[config.mk]
export PLATFORM = sky130hd
export DESIGN_NAME = detection_zone_filter_counter
export DESIGN_NICKNAME = d
export VERILOG_FILES = /design/src/hdl/dzfc_pkg.sv /design/src/hdl/detection_zone_filter_counter.sv
export SDC_FILE = /design/constraint.sdc
export NUM_CORES = 2
export LEC_CHECK = 0
export BUFFER_PORTS_ARGS = -buffer_cell sky130_fd_sc_hd__buf_4
export CAP_MARGIN = 20
export CORE_ASPECT_RATIO = 0.75
export CORE_MARGIN = 3
export CORE_UTILIZATION = 34
export DETAILED_ROUTE_END_ITERATION = 7
export GPL_ROUTABILITY_DRIVEN = 0
export PLACE_DENSITY = 0.57
export REMOVE_ABC_BUFFERS = 1
export SYNTH_ARGS = -nofsm -noshare
export SYNTH_HDL_FRONTEND = slang
export SYNTH_SLANG_ARGS = --single-unit
export TNS_END_PERCENT = 10
[constraint.sdc]
create_clock -name i_clk -period 16.2 [get_ports i_clk]
set_clock_uncertainty 0.1 [all_clocks]
set_input_delay 1.62 -clock i_clk [delete_from_list [all_inputs] [get_ports i_clk]]
set_output_delay 1.62 -clock i_clk [all_outputs]
set_load 0.05 [all_outputs]
[src/hdl/dzfc_pkg.sv]
package dzfc_pkg;

    // Block sizing
    localparam int NUM_CLASSES = 64;
    localparam int MAX_COUNT   = 256;
    localparam int COORD_BITS  = 12;

    // Fixed register subfield widths
    localparam int LINE_BITS      = 12;
    localparam int AREA_REG_BITS  = 24;
    localparam int CLASS_REG_BITS = 6;
    localparam int MASK_BITS      = 64;
    localparam int SCORE_BITS     = 16;

    // Derived widths
    localparam int CLASS_BITS = $clog2(NUM_CLASSES);
    localparam int CNT_BITS   = $clog2(MAX_COUNT + 1);
    localparam int BOT_BITS   = COORD_BITS + 1;
    localparam int CMP_BITS   = (BOT_BITS > LINE_BITS) ? BOT_BITS : LINE_BITS;
    localparam int DIFF_BITS  = CMP_BITS + 1;
    localparam int LDIFF_BITS = LINE_BITS + 1;
    localparam int PROD_BITS  = LDIFF_BITS + DIFF_BITS;
    localparam int HCMP_BITS  = (COORD_BITS > LINE_BITS) ? COORD_BITS : LINE_BITS;
    localparam int AREA_BITS  = 2 * COORD_BITS;
    localparam int ACMP_BITS  = (AREA_BITS > AREA_REG_BITS) ? AREA_BITS : AREA_REG_BITS;

    // Register file
    localparam int NUM_REGS     = 8;
    localparam int DATA_BITS    = 64;
    localparam int ADDR_LSB     = 3;
    localparam int REG_IDX_BITS = $clog2(NUM_REGS);
    localparam int ADDR_BITS    = REG_IDX_BITS + ADDR_LSB;

    localparam logic [SCORE_BITS-1:0] SCORE_THRESHOLD_RESET = 16'd19661;

    typedef enum logic [REG_IDX_BITS-1:0] {
        REG_SCORE_THRESHOLD     = 3'd0,
        REG_IGNORE_ABOVE_ROW    = 3'd1,
        REG_IGNORE_LINE         = 3'd2,
        REG_PERSON_MIN_AREA     = 3'd3,
        REG_PERSON_HEIGHT_RULES = 3'd4,
        REG_VEHICLE_AREA_LIMITS = 3'd5,
        REG_PERSON_CLASS        = 3'd6,
        REG_VEHICLE_CLASS_MASK  = 3'd7
    } t_reg_idx;

    typedef enum logic [1:0] {
        VERDICT_REJECT  = 2'd0,
        VERDICT_PERSON  = 2'd1,
        VERDICT_VEHICLE = 2'd2
    } t_verdict;

    // Captured input request
    typedef struct packed {
        logic [COORD_BITS-1:0] x;
        logic [COORD_BITS-1:0] y;
        logic [COORD_BITS-1:0] w;
        logic [COORD_BITS-1:0] h;
        logic [SCORE_BITS-1:0] score;
        logic                  box_last;
        logic                  frame_last;
    } t_stage_a;

    // Box geometry and winning class, ready for the tests
    typedef struct packed {
        logic [SCORE_BITS-1:0]       best_score;
        logic [CLASS_BITS-1:0]       best_class;
        logic [COORD_BITS-1:0]       x;
        logic [COORD_BITS-1:0]       h;
        logic [BOT_BITS-1:0]         bottom;
        logic [AREA_BITS-1:0]        area;
        logic signed [PROD_BITS-1:0] p_common;
        logic signed [PROD_BITS-1:0] p_left;
        logic signed [PROD_BITS-1:0] p_right;
        logic                        frame_last;
    } t_stage_b;

endpackage

[src/hdl/detection_zone_filter_counter.sv]
// A box's last score request goes from the input register via the stage B register to
// the output register; a score without box_last produces no result. Throughput: one
// score request per cycle while stage B can take last scores, set by the argmax loop
// on the best-score register; line test products are registered before the compare.
// Reset (i_rst_n low, synchronous): pipeline empty, argmax and frame counts cleared,
// configuration back to defaults (score threshold 19661, all else zero).
module detection_zone_filter_counter (
    input  logic                                 i_clk,
    input  logic                                 i_rst_n,
    // input scores
    input  logic                                 i_in_valid,
    output logic                                 o_in_ready,
    input  logic [dzfc_pkg::COORD_BITS-1:0]      i_box_x,
    input  logic [dzfc_pkg::COORD_BITS-1:0]      i_box_y,
    input  logic [dzfc_pkg::COORD_BITS-1:0]      i_box_width,
    input  logic [dzfc_pkg::COORD_BITS-1:0]      i_box_height,
    input  logic [dzfc_pkg::SCORE_BITS-1:0]      i_class_score,
    input  logic                                 i_box_last,
    input  logic                                 i_frame_last,
    // results
    output logic                                 o_out_valid,
    input  logic                                 i_out_ready,
    output logic [1:0]                           o_verdict,
    output logic [dzfc_pkg::CNT_BITS-1:0]        o_person_count,
    output logic [dzfc_pkg::CNT_BITS-1:0]        o_vehicle_count,
    output logic                                 o_frame_done,
    // configuration
    input  logic                                 psel,
    input  logic                                 penable,
    input  logic                                 pwrite,
    input  logic [dzfc_pkg::ADDR_BITS-1:0]       paddr,
    input  logic [dzfc_pkg::DATA_BITS-1:0]       pwdata,
    output logic [dzfc_pkg::DATA_BITS-1:0]       prdata,
    output logic                                 pready
);

    localparam int LB = dzfc_pkg::LINE_BITS;
    localparam int KB = dzfc_pkg::CLASS_BITS;
    localparam int NB = dzfc_pkg::CNT_BITS;
    localparam int DB = dzfc_pkg::DIFF_BITS;
    localparam int QB = dzfc_pkg::LDIFF_BITS;
    localparam int PB = dzfc_pkg::PROD_BITS;
    localparam int HB = dzfc_pkg::HCMP_BITS;
    localparam int AB = dzfc_pkg::AREA_BITS;
    localparam int XB = dzfc_pkg::ACMP_BITS;
    localparam int RB = dzfc_pkg::AREA_REG_BITS;

    // ------------------------------------------------------------------
    // Configuration registers
    // ------------------------------------------------------------------
    logic [dzfc_pkg::SCORE_BITS-1:0]     r_score_threshold;
    logic [LB-1:0]                       r_ignore_above_row;
    logic [4*LB:0]                       r_ignore_line;
    logic [RB-1:0]                       r_person_min_area;
    logic [4*LB-1:0]                     r_person_height_rules;
    logic [2*RB-1:0]                     r_vehicle_area_limits;
    logic [dzfc_pkg::CLASS_REG_BITS-1:0] r_person_class;
    logic [dzfc_pkg::MASK_BITS-1:0]      r_vehicle_class_mask;

    logic               cfg_wr;
    dzfc_pkg::t_reg_idx cfg_idx;

    assign pready  = 1'b1;
    assign cfg_wr  = psel && penable && pwrite && pready;
    assign cfg_idx = dzfc_pkg::t_reg_idx'(paddr[dzfc_pkg::ADDR_BITS-1:dzfc_pkg::ADDR_LSB]);

    always_ff @(posedge i_clk) begin
        if (!i_rst_n) begin
            r_score_threshold     <= dzfc_pkg::SCORE_THRESHOLD_RESET;
            r_ignore_above_row    <= '0;
            r_ignore_line         <= '0;
            r_person_min_area     <= '0;
            r_person_height_rules <= '0;
            r_vehicle_area_limits <= '0;
            r_person_class        <= '0;
            r_vehicle_class_mask  <= '0;
        end else if (cfg_wr) begin
            unique case (cfg_idx)
                dzfc_pkg::REG_SCORE_THRESHOLD:
                    r_score_threshold <= pwdata[dzfc_pkg::SCORE_BITS-1:0];
                dzfc_pkg::REG_IGNORE_ABOVE_ROW:    r_ignore_above_row <= pwdata[LB-1:0];
                dzfc_pkg::REG_IGNORE_LINE:         r_ignore_line <= pwdata[4*LB:0];
                dzfc_pkg::REG_PERSON_MIN_AREA:     r_person_min_area <= pwdata[RB-1:0];
                dzfc_pkg::REG_PERSON_HEIGHT_RULES: r_person_height_rules <= pwdata[4*LB-1:0];
                dzfc_pkg::REG_VEHICLE_AREA_LIMITS: r_vehicle_area_limits <= pwdata[2*RB-1:0];
                dzfc_pkg::REG_PERSON_CLASS:
                    r_person_class <= pwdata[dzfc_pkg::CLASS_REG_BITS-1:0];
                dzfc_pkg::REG_VEHICLE_CLASS_MASK:  r_vehicle_class_mask <= pwdata;
                default: ;
            endcase
        end
    end

    // Register readback
    always_comb begin
        unique case (cfg_idx)
            dzfc_pkg::REG_SCORE_THRESHOLD:     prdata = dzfc_pkg::DATA_BITS'(r_score_threshold);
            dzfc_pkg::REG_IGNORE_ABOVE_ROW:    prdata = dzfc_pkg::DATA_BITS'(r_ignore_above_row);
            dzfc_pkg::REG_IGNORE_LINE:         prdata = dzfc_pkg::DATA_BITS'(r_ignore_line);
            dzfc_pkg::REG_PERSON_MIN_AREA:     prdata = dzfc_pkg::DATA_BITS'(r_person_min_area);
            dzfc_pkg::REG_PERSON_HEIGHT_RULES:
                prdata = dzfc_pkg::DATA_BITS'(r_person_height_rules);
            dzfc_pkg::REG_VEHICLE_AREA_LIMITS:
                prdata = dzfc_pkg::DATA_BITS'(r_vehicle_area_limits);
            dzfc_pkg::REG_PERSON_CLASS:        prdata = dzfc_pkg::DATA_BITS'(r_person_class);
            dzfc_pkg::REG_VEHICLE_CLASS_MASK:  prdata = r_vehicle_class_mask;
            default:                           prdata = '0;
        endcase
    end

    // ------------------------------------------------------------------
    // Pipeline flow control
    // ------------------------------------------------------------------
    logic               r_a_valid;
    dzfc_pkg::t_stage_a r_a;
    logic               r_b_valid;
    dzfc_pkg::t_stage_b r_b;
    logic               r_out_valid;

    logic out_free;
    logic b_adv;
    logic b_free;
    logic a_adv;
    logic in_acc;

    assign out_free   = !r_out_valid || i_out_ready;
    assign b_adv      = r_b_valid && out_free;
    assign b_free     = !r_b_valid || b_adv;
    // a score without box_last retires in stage A
    assign a_adv      = r_a_valid && (!r_a.box_last || b_free);
    assign o_in_ready = !r_a_valid || a_adv;
    assign in_acc     = i_in_valid && o_in_ready;

    // ------------------------------------------------------------------
    // Stage A: input register, argmax, geometry products
    // ------------------------------------------------------------------
    always_ff @(posedge i_clk) begin
        if (in_acc) begin
            r_a.x          <= i_box_x;
            r_a.y          <= i_box_y;
            r_a.w          <= i_box_width;
            r_a.h          <= i_box_height;
            r_a.score      <= i_class_score;
            r_a.box_last   <= i_box_last;
            r_a.frame_last <= i_frame_last;
        end
    end

    logic [dzfc_pkg::SCORE_BITS-1:0] r_best_score;
    logic [KB-1:0]                   r_best_class;
    logic [KB-1:0]                   r_class_pos;

    logic                            take;
    logic [dzfc_pkg::SCORE_BITS-1:0] n_best_score;
    logic [KB-1:0]                   n_best_class;

    // first maximum wins; position zero always loads
    assign take         = (r_class_pos == '0) || (r_a.score > r_best_score);
    assign n_best_score = take ? r_a.score : r_best_score;
    assign n_best_class = take ? r_class_pos : r_best_class;

    always_ff @(posedge i_clk) begin
        if (!i_rst_n) begin
            r_a_valid    <= 1'b0;
            r_best_score <= '0;
            r_best_class <= '0;
            r_class_pos  <= '0;
        end else begin
            if (in_acc) begin
                r_a_valid <= 1'b1;
            end else if (a_adv) begin
                r_a_valid <= 1'b0;
            end
            if (a_adv) begin
                if (r_a.box_last) begin
                    r_best_score <= '0;
                    r_best_class <= '0;
                    r_class_pos  <= '0;
                end else begin
                    r_best_score <= n_best_score;
                    r_best_class <= n_best_class;
                    if (r_class_pos != KB'(dzfc_pkg::NUM_CLASSES - 1)) begin
                        r_class_pos <= r_class_pos + KB'(1);
                    end
                end
            end
        end
    end

    // Ignore line endpoints
    logic [LB-1:0] line_ax, line_ay, line_bx, line_by;
    assign line_ax = r_ignore_line[LB-1:0];
    assign line_ay = r_ignore_line[2*LB-1:LB];
    assign line_bx = r_ignore_line[3*LB-1:2*LB];
    assign line_by = r_ignore_line[4*LB-1:3*LB];

    logic [dzfc_pkg::BOT_BITS-1:0] a_bottom;
    logic [dzfc_pkg::BOT_BITS-1:0] a_right;
    logic signed [QB-1:0]          a_ldx, a_ldy;
    logic signed [DB-1:0]          a_cdy, a_cdx_l, a_cdx_r;

    assign a_bottom = dzfc_pkg::BOT_BITS'(r_a.y) + dzfc_pkg::BOT_BITS'(r_a.h);
    assign a_right  = dzfc_pkg::BOT_BITS'(r_a.x) + dzfc_pkg::BOT_BITS'(r_a.w);
    assign a_ldx    = $signed(QB'(line_bx)) - $signed(QB'(line_ax));
    assign a_ldy    = $signed(QB'(line_by)) - $signed(QB'(line_ay));
    assign a_cdy    = $signed(DB'(a_bottom)) - $signed(DB'(line_ay));
    assign a_cdx_l  = $signed(DB'(r_a.x)) - $signed(DB'(line_ax));
    assign a_cdx_r  = $signed(DB'(a_right)) - $signed(DB'(line_ax));

    // Stage B register: loads only for a box's last score
    always_ff @(posedge i_clk) begin
        if (a_adv && r_a.box_last) begin
            r_b.best_score <= n_best_score;
            r_b.best_class <= n_best_class;
            r_b.x          <= r_a.x;
            r_b.h          <= r_a.h;
            r_b.bottom     <= a_bottom;
            r_b.area       <= AB'(r_a.w) * AB'(r_a.h);
            r_b.p_common   <= PB'(a_ldx) * PB'(a_cdy);
            r_b.p_left     <= PB'(a_ldy) * PB'(a_cdx_l);
            r_b.p_right    <= PB'(a_ldy) * PB'(a_cdx_r);
            r_b.frame_last <= r_a.frame_last;
        end
    end

    always_ff @(posedge i_clk) begin
        if (!i_rst_n) begin
            r_b_valid <= 1'b0;
        end else if (a_adv && r_a.box_last) begin
            r_b_valid <= 1'b1;
        end else if (b_adv) begin
            r_b_valid <= 1'b0;
        end
    end

    // ------------------------------------------------------------------
    // Stage B: box tests and frame counts
    // ------------------------------------------------------------------
    logic [HB-1:0] hr_min, hr_max, hr_col, hr_smax, b_h, b_x;
    logic [XB-1:0] b_area, pa_min, va_min, va_max;
    logic [dzfc_pkg::CLASS_REG_BITS-1:0] b_class6;

    assign hr_min   = HB'(r_person_height_rules[LB-1:0]);
    assign hr_max   = HB'(r_person_height_rules[2*LB-1:LB]);
    assign hr_col   = HB'(r_person_height_rules[3*LB-1:2*LB]);
    assign hr_smax  = HB'(r_person_height_rules[4*LB-1:3*LB]);
    assign b_h      = HB'(r_b.h);
    assign b_x      = HB'(r_b.x);
    assign b_area   = XB'(r_b.area);
    assign pa_min   = XB'(r_person_min_area);
    assign va_min   = XB'(r_vehicle_area_limits[RB-1:0]);
    assign va_max   = XB'(r_vehicle_area_limits[2*RB-1:RB]);
    assign b_class6 = dzfc_pkg::CLASS_REG_BITS'(r_b.best_class);

    logic base_ok, zone_ok, line_ok, person_ok, vehicle_ok;

    assign base_ok = (r_b.best_score >= r_score_threshold) &&
                     (r_b.bottom >= dzfc_pkg::BOT_BITS'(r_ignore_above_row));
    // either bottom corner on or below the line
    assign line_ok = (r_b.p_common >= r_b.p_left) || (r_b.p_common >= r_b.p_right);
    assign zone_ok = !r_ignore_line[4*LB] || line_ok;

    assign person_ok = base_ok && zone_ok &&
                       (b_class6 == r_person_class) &&
                       (b_area >= pa_min) &&
                       (b_h >= hr_min) &&
                       ((hr_max == '0) || (b_h <= hr_max)) &&
                       ((hr_smax == '0) || (hr_col == '0) ||
                        ((b_x >= hr_col) && (b_h <= hr_smax)));

    assign vehicle_ok = base_ok && zone_ok &&
                        r_vehicle_class_mask[b_class6] &&
                        (b_area >= va_min) &&
                        ((va_max == '0) || (b_area <= va_max));

    logic [NB-1:0]      r_persons_seen, r_vehicles_seen;
    logic [NB-1:0]      n_persons_seen, n_vehicles_seen;
    dzfc_pkg::t_verdict n_verdict;

    always_comb begin
        n_persons_seen  = r_persons_seen;
        n_vehicles_seen = r_vehicles_seen;
        n_verdict       = dzfc_pkg::VERDICT_REJECT;
        if (person_ok) begin
            n_verdict = dzfc_pkg::VERDICT_PERSON;
            if (r_persons_seen < NB'(dzfc_pkg::MAX_COUNT)) begin
                n_persons_seen = r_persons_seen + NB'(1);
            end
        end else if (vehicle_ok) begin
            n_verdict = dzfc_pkg::VERDICT_VEHICLE;
            if (r_vehicles_seen < NB'(dzfc_pkg::MAX_COUNT)) begin
                n_vehicles_seen = r_vehicles_seen + NB'(1);
            end
        end
    end

    // Counts clear once the frame's last box is reported
    always_ff @(posedge i_clk) begin
        if (!i_rst_n) begin
            r_persons_seen  <= '0;
            r_vehicles_seen <= '0;
            r_out_valid     <= 1'b0;
        end else begin
            if (b_adv) begin
                r_persons_seen  <= r_b.frame_last ? '0 : n_persons_seen;
                r_vehicles_seen <= r_b.frame_last ? '0 : n_vehicles_seen;
                r_out_valid     <= 1'b1;
            end else if (i_out_ready) begin
                r_out_valid <= 1'b0;
            end
        end
    end

    // Result register
    always_ff @(posedge i_clk) begin
        if (b_adv) begin
            o_verdict       <= n_verdict;
            o_person_count  <= n_persons_seen;
            o_vehicle_count <= n_vehicles_seen;
            o_frame_done    <= r_b.frame_last;
        end
    end

    assign o_out_valid = r_out_valid;

    // ------------------------------------------------------------------
    // Assertions
    // ------------------------------------------------------------------
    a_person_count_nonzero: assert property (@(posedge i_clk) disable iff (!i_rst_n)
        (o_out_valid && o_verdict == dzfc_pkg::VERDICT_PERSON) |-> (o_person_count != '0))
        else $error("person verdict with zero person count");

    a_frame_clear: assert property (@(posedge i_clk) disable iff (!i_rst_n)
        (b_adv && r_b.frame_last) |=> (r_persons_seen == '0 && r_vehicles_seen == '0))
        else $error("frame counts not cleared after last box");

    a_pos_restart: assert property (@(posedge i_clk) disable iff (!i_rst_n)
        (a_adv && r_a.box_last) |=> (r_class_pos == '0 && r_best_score == '0))
        else $error("argmax not restarted after box end");

    a_count_monotone: assert property (@(posedge i_clk) disable iff (!i_rst_n)
        (b_adv && !r_b.frame_last) |=>
            (r_persons_seen >= $past(r_persons_seen) &&
             r_vehicles_seen >= $past(r_vehicles_seen)))
        else $error("frame count decreased inside a frame");

endmodule

After elaboration in Yosys (flattened, before gate mapping)

Cells that the tools add are included.
Widths: inputs -> output; s select.

Flip-flop bits (word level): 568
Input bits: 143
Output and inout bits: 88
Word-level logic and storage cells: 150

$add $sub $neg: 10
Multipliers: 4
$lt $le $gt $ge: 15
Equal/unequal tests: 9
Muxes and demuxes: 23
Reductions and logical operators: 52

Operators with widths:

| cell                | number |
|---|---|
| $pmux 64 s8         | 1 |
| $mux 9              | 7 |
| $ge 27x27->1        | 2 |
| $mul 13x14->27      | 2 |
| $ge 24x24->1        | 2 |
| $sub 12x12->13      | 3 |
| $logic_not 12->1    | 3 |
| $mux 16             | 2 |
| $sub 13x12->14      | 2 |
| $add 12x12->13      | 2 |
| $mul 13x13->26      | 1 |
| $ge 12x12->1        | 2 |
| $le 12x12->1        | 2 |
| $le 24x24->1        | 1 |
| $logic_not 24->1    | 1 |
| $mul 12x12->24      | 1 |
| $mux 6              | 4 |
| $add 9x1->9 const B | 2 |
| $lt 9x9->1 const B  | 2 |
| $reduce_and 2->1    | 9 |
| $logic_and 1x1->1   | 17 |
| $ge 16x16->1        | 1 |
| $gt 16x16->1        | 1 |
| $ge 13x12->1        | 1 |
| other kinds (15)    | 42 |

Longest topological paths before layout

Depth after elaboration: 11
Mapped depth: 38
Mapped depth without buffers: 38

Worst setup path before layout

No wires, ideal clock.

Path type: register to register
Start: register r_a[31] (netlist name)
End: register r_b[27] (netlist name), data pin
Setup time: 260 ps
Data arrival time: 8608 ps
Data required time: 15840 ps
Slack: 7233 ps
Cell stages (with the launch flop): 36
Buffers on the path: 2
Clock period less this slack: 8967 ps
Cell sequence: edfxtp_1 clkbuf_1 inv_1 fa_1 inv_1 ha_1 a21o_1 a21oi_1 nor2b_1 o21a_1 o41ai_2 o2111ai_1 o21a_1 xor2_1 clkbuf_1 nand2_1 fa_1 inv_1 fa_1 fa_1 inv_1 fa_1 inv_1 fa_1 inv_1 fa_1 inv_1 ha_1 o21a_1 o311a_1 o2111ai_1 a311oi_1 a2111oi_0 o221ai_1 a21oi_1 xnor2_1

Word-level cells in the longest chain between the ends: 3

Ends and longest elaborated chain:

| item               | RTL line                             | RTL |
|---|---|---|
| start: declaration | detection_zone_filter_counter.sv:115 | `dzfc_pkg::t_stage_a r_a;` |
| $add 12x12->13     | detection_zone_filter_counter.sv:203 | `assign a_right = dzfc_pkg::BOT_BITS'(r_a.x) + dzfc_pkg::BOT_BITS'(r_a.w);` |
| $sub 13x12->14     | detection_zone_filter_counter.sv:208 | `assign a_cdx_r = $signed(DB'(a_right)) - $signed(DB'(line_ax));` |
| $mul 13x14->27     | detection_zone_filter_counter.sv:221 | `r_b.p_right <= PB'(a_ldy) * PB'(a_cdx_r);` |
| end: declaration   | detection_zone_filter_counter.sv:117 | `dzfc_pkg::t_stage_b r_b;` |

No other way between the ends.
A chain may end at the register's enable or synchronous reset.

Worst setup path after layout

Start: register r_a[31] (netlist name)
End: register r_b[23] (netlist name), data pin

Same word-level chain as after synthesis.

==> impl_metrics.json <==
{
  "async_flop_share_pct": 0,
  "routed_via_density": 5.22,
  "fp.coreArea_mm2": 0.158,
  "synth_edf_count": 251,
  "powerDensity_mw_per_mm2": 133,
  "grt_pass1_vias": 41700,
  "drc_errors": 0,
  "start_util_pct": 34.5,
  "die_h_um": 353,
  "synth_warnings": 0,
  "cp_data_arrival_time_ns": 10.51,
  "grt_start_max_net_pins": 104,
  "synth_cells": 5936,
  "swShare_pct": 45.4,
  "crit_buf_inv": 6,
  "cts_tree": "built",
  "fin_setup_tns_ns": 0,
  "critPathMaxStageDelay_ns": 0.72,
  "slew_headroom_pct": 21.4,
  "track_usage_pct": 21.4,
  "cts_sinks": 567,
  "die_w_um": 469,
  "postCtsSetupBuffers": 0,
  "cp_max_fo": 13,
  "max_freq_mhz": 97.3,
  "layout_common_cells": "nand2_1 (1002), inv_1 (941), fa_1 (627)",
  "timing_hold_violations_final": 0,
  "min_period_over_period_pct": 63.4,
  "reg2reg_depth": 30,
  "syn_to_final_growth_pct": 12.2,
  "startpoint": "r_a[31]$_DFFE_PP_",
  "insertion_delay_ns": 0.70,
  "p_comb_share_pct": 57.7,
  "htree_levels": 3,
  "mostFrequentLayoutCell": "nand2_1",
  "portBuffers": 226,
  "path_clk_slew_ns": 0.07,
  "final_antenna_net_count": 0,
  "required_ns": 16.44,
  "fin_nets": 7425,
  "setup_viol": 0,
  "yosysSeqAreaShare_pct": 25.4,
  "worst-path-stages": 30,
  "path_delay_family": "adder cells",
  "vdd_drop_max_mv": 0.188,
  "pwr-share-seq_pct": 22.6,
  "r2r-start": "r_a[31]$_DFFE_PP_",
  "dp.final_hpwl_mm": 141,
  "regToRegSetupSlack_ns": 5.92,
  "core.rowCount": 126,
  "worstMarginPinSlew_ns": 1.16,
  "cp-start-kind": "flip-flop",
  "synth_cell_types": 87,
  "crit_top_cell": "fa_1",
  "holdBufCountCts": 0,
  "endpoint": "r_b[23]$_DFFE_PP_",
  "grt_antenna_before_repair": 31,
  "hp-class": "reg2reg",
  "die_area_mm2": 0.166,
  "cp_slowest_cell": "edfxtp_1",
  "vias": 43200,
  "first_iter_violations": 4531,
  "synth_ff_type": "dfxtp_1",
  "p_leak_uw": 0.0265,
  "cts_root_buf": "clkbuf_16",
  "synth-seq-cells": 567,
  "wl_mm": 179,
  "synthesis.area_mm2": 0.0547,
  "cts_buffers": 68,
  "post-route-min-period_ns": 10.28,
  "avgSynthCellArea_um2": 9.21,
  "p_clk_share_pct": 19.7,
  "routedWlPerCell_um": 21.6,
  "status": "finished clean",
  "cts_resized": 0,
  "gr-total-overflow": 0,
  "drt_first_pass_iters": 6,
  "end_kind": "flip-flop",
  "grt_pass1_wl_mm": 268,
  "clockBufferDepth": 3,
  "drive_gt1_share_pct": 8.57,
  "p_sw_uw": 3700,
  "holdWs_ns": 0.356,
  "path_class": "reg2reg",
  "cap_violations": 0,
  "p_int_uw": 4460,
  "rsz0062_at_grt": "false",
  "slew_viol_final": 0,
  "r2r-end": "r_b[23]$_DFFE_PP_",
  "io_pins": 231
}
## worst min-delay path by stage
stage                                                 from  slack (ns)  cells after the start                                     end
global route         r_vehicle_area_limits[4]$_SDFFE_PN0P_        0.39                      2   r_vehicle_area_limits[4]$_SDFFE_PN0P_
CTS                  r_vehicle_area_limits[4]$_SDFFE_PN0P_        0.36                      2   r_vehicle_area_limits[4]$_SDFFE_PN0P_
finish               r_vehicle_area_limits[4]$_SDFFE_PN0P_        0.36                      2   r_vehicle_area_limits[4]$_SDFFE_PN0P_
detailed placement                       r_a[54]$_DFFE_PP_        0.35                      0                        b_x[0]$_DFFE_PP_
global placement    r_vehicle_area_limits[14]$_SDFFE_PN0P_        0.34                      2  r_vehicle_area_limits[14]$_SDFFE_PN0P_
floorplan                                 r_a[0]$_DFFE_PP_        0.30                      0                        r_b[0]$_DFFE_PP_
## worst min-delay path, stage by stage, from the launching register on
cell	delay (ns)
dfxtp_1	0.31
nand2_1	0.05
a21oi_1	0.05
## flip-flops by register name (all words and copies together), names as in the netlist, 12 cells and up
| name | count |
|---|---|
| r_vehicle_area_limits | 48 |
| r_score_threshold | 16 |
| b_area | 24 |
| b_x | 12 |
| r_a | 66 |
| r_ignore_above_row | 12 |
| r_ignore_line | 49 |
| r_best_score | 16 |
| r_person_height_rules | 48 |
| b_h | 12 |
| r_vehicle_class_mask | 64 |
| pa_min | 24 |
| r_b | 110 |
## power by group through the flow
stage / sequential [uW] / clock, uW / combinational (uW)
final: 1840 / 1600 / 4700
after global routing: 1850 / 1690 / 5260
after CTS: 1840 / 1630 / 4660
after detailed placement: 1870 / 0 / 4610
after global placement: 1870 / 0 / 4550
after floorplan: 1830 / 0 / 3120
## cell families (layout without fill, tap and decap cells)
group	count (synthesis)	count (layout)	synth area share (%)
AOI/OAI and AO/OA	876	876	10.3
xor gates and xnor gates	210	210	3.37
adders and majority gates	1186	1186	35.8
buffers and inverters	1176	1391	8.15
DFF	567	567	25.4
muxes	94	94	2.34
other	1	13	0.00686
and+or+nand+nor	1826	1826	14.7
## final cells by class
| class | instances | area (um^2) |
|---|---|---|
| Timing Repair Buffer | 321 | 2430 |
| Tap cell | 2112 | 2640 |
| Sequential cell | 567 | 13900 |
| Inverter | 945 | 3560 |
| Fill cell | 15800 | 97100 |
| Antenna cell | 12 | 30.0 |
| Multi-Input combinational cell | 4193 | 36500 |
| Clock buffer | 86 | 1880 |
| Clock inverter | 39 | 394 |
## metrics by stage
stage	util [%]	worst slack (ns)	instances	power, uW	instance area [um^2]
after floorplan	-	7.29	5705	4950	53800
after global placement	37.2	6.16	8133	6420	59000
after detailed placement	37.2	6.07	8134	6480	59000
after CTS	38.7	6.01	8259	8140	61300
after global routing	38.7	5.38	8270	8800	61300
final	38.7	5.92	8275	8150	61300
## per-layer routing
layer,wire length (um),GRT usage (%),up-vias
met5,38,0,-
met4,6270,6.79,6
met3,18700,5.97,271
met2,72100,29.4,1914
met1,81800,32.0,21300
li1,-,-,19700
## cells in the mapped netlist, drive strengths merged (51+ instances only)
cell    instances  share of area (%)
xor2           62               0.99
nor2b          56               0.64
a21oi         412                3.8
xnor2         148                2.4
nor2          321                2.2
ha            559                 13
a22o           55               0.88
clkbuf        215                1.5
o21ai          89               0.81
edfxtp        251                 14
a21o           52               0.71
nand3          66               0.60
and2          144                1.7
inv           943                6.5
nor3           51               0.48
fa            627                 23
nand2        1006                6.9
dfxtp         316                 12
Note: power is estimated with default switching activity, not from simulation.
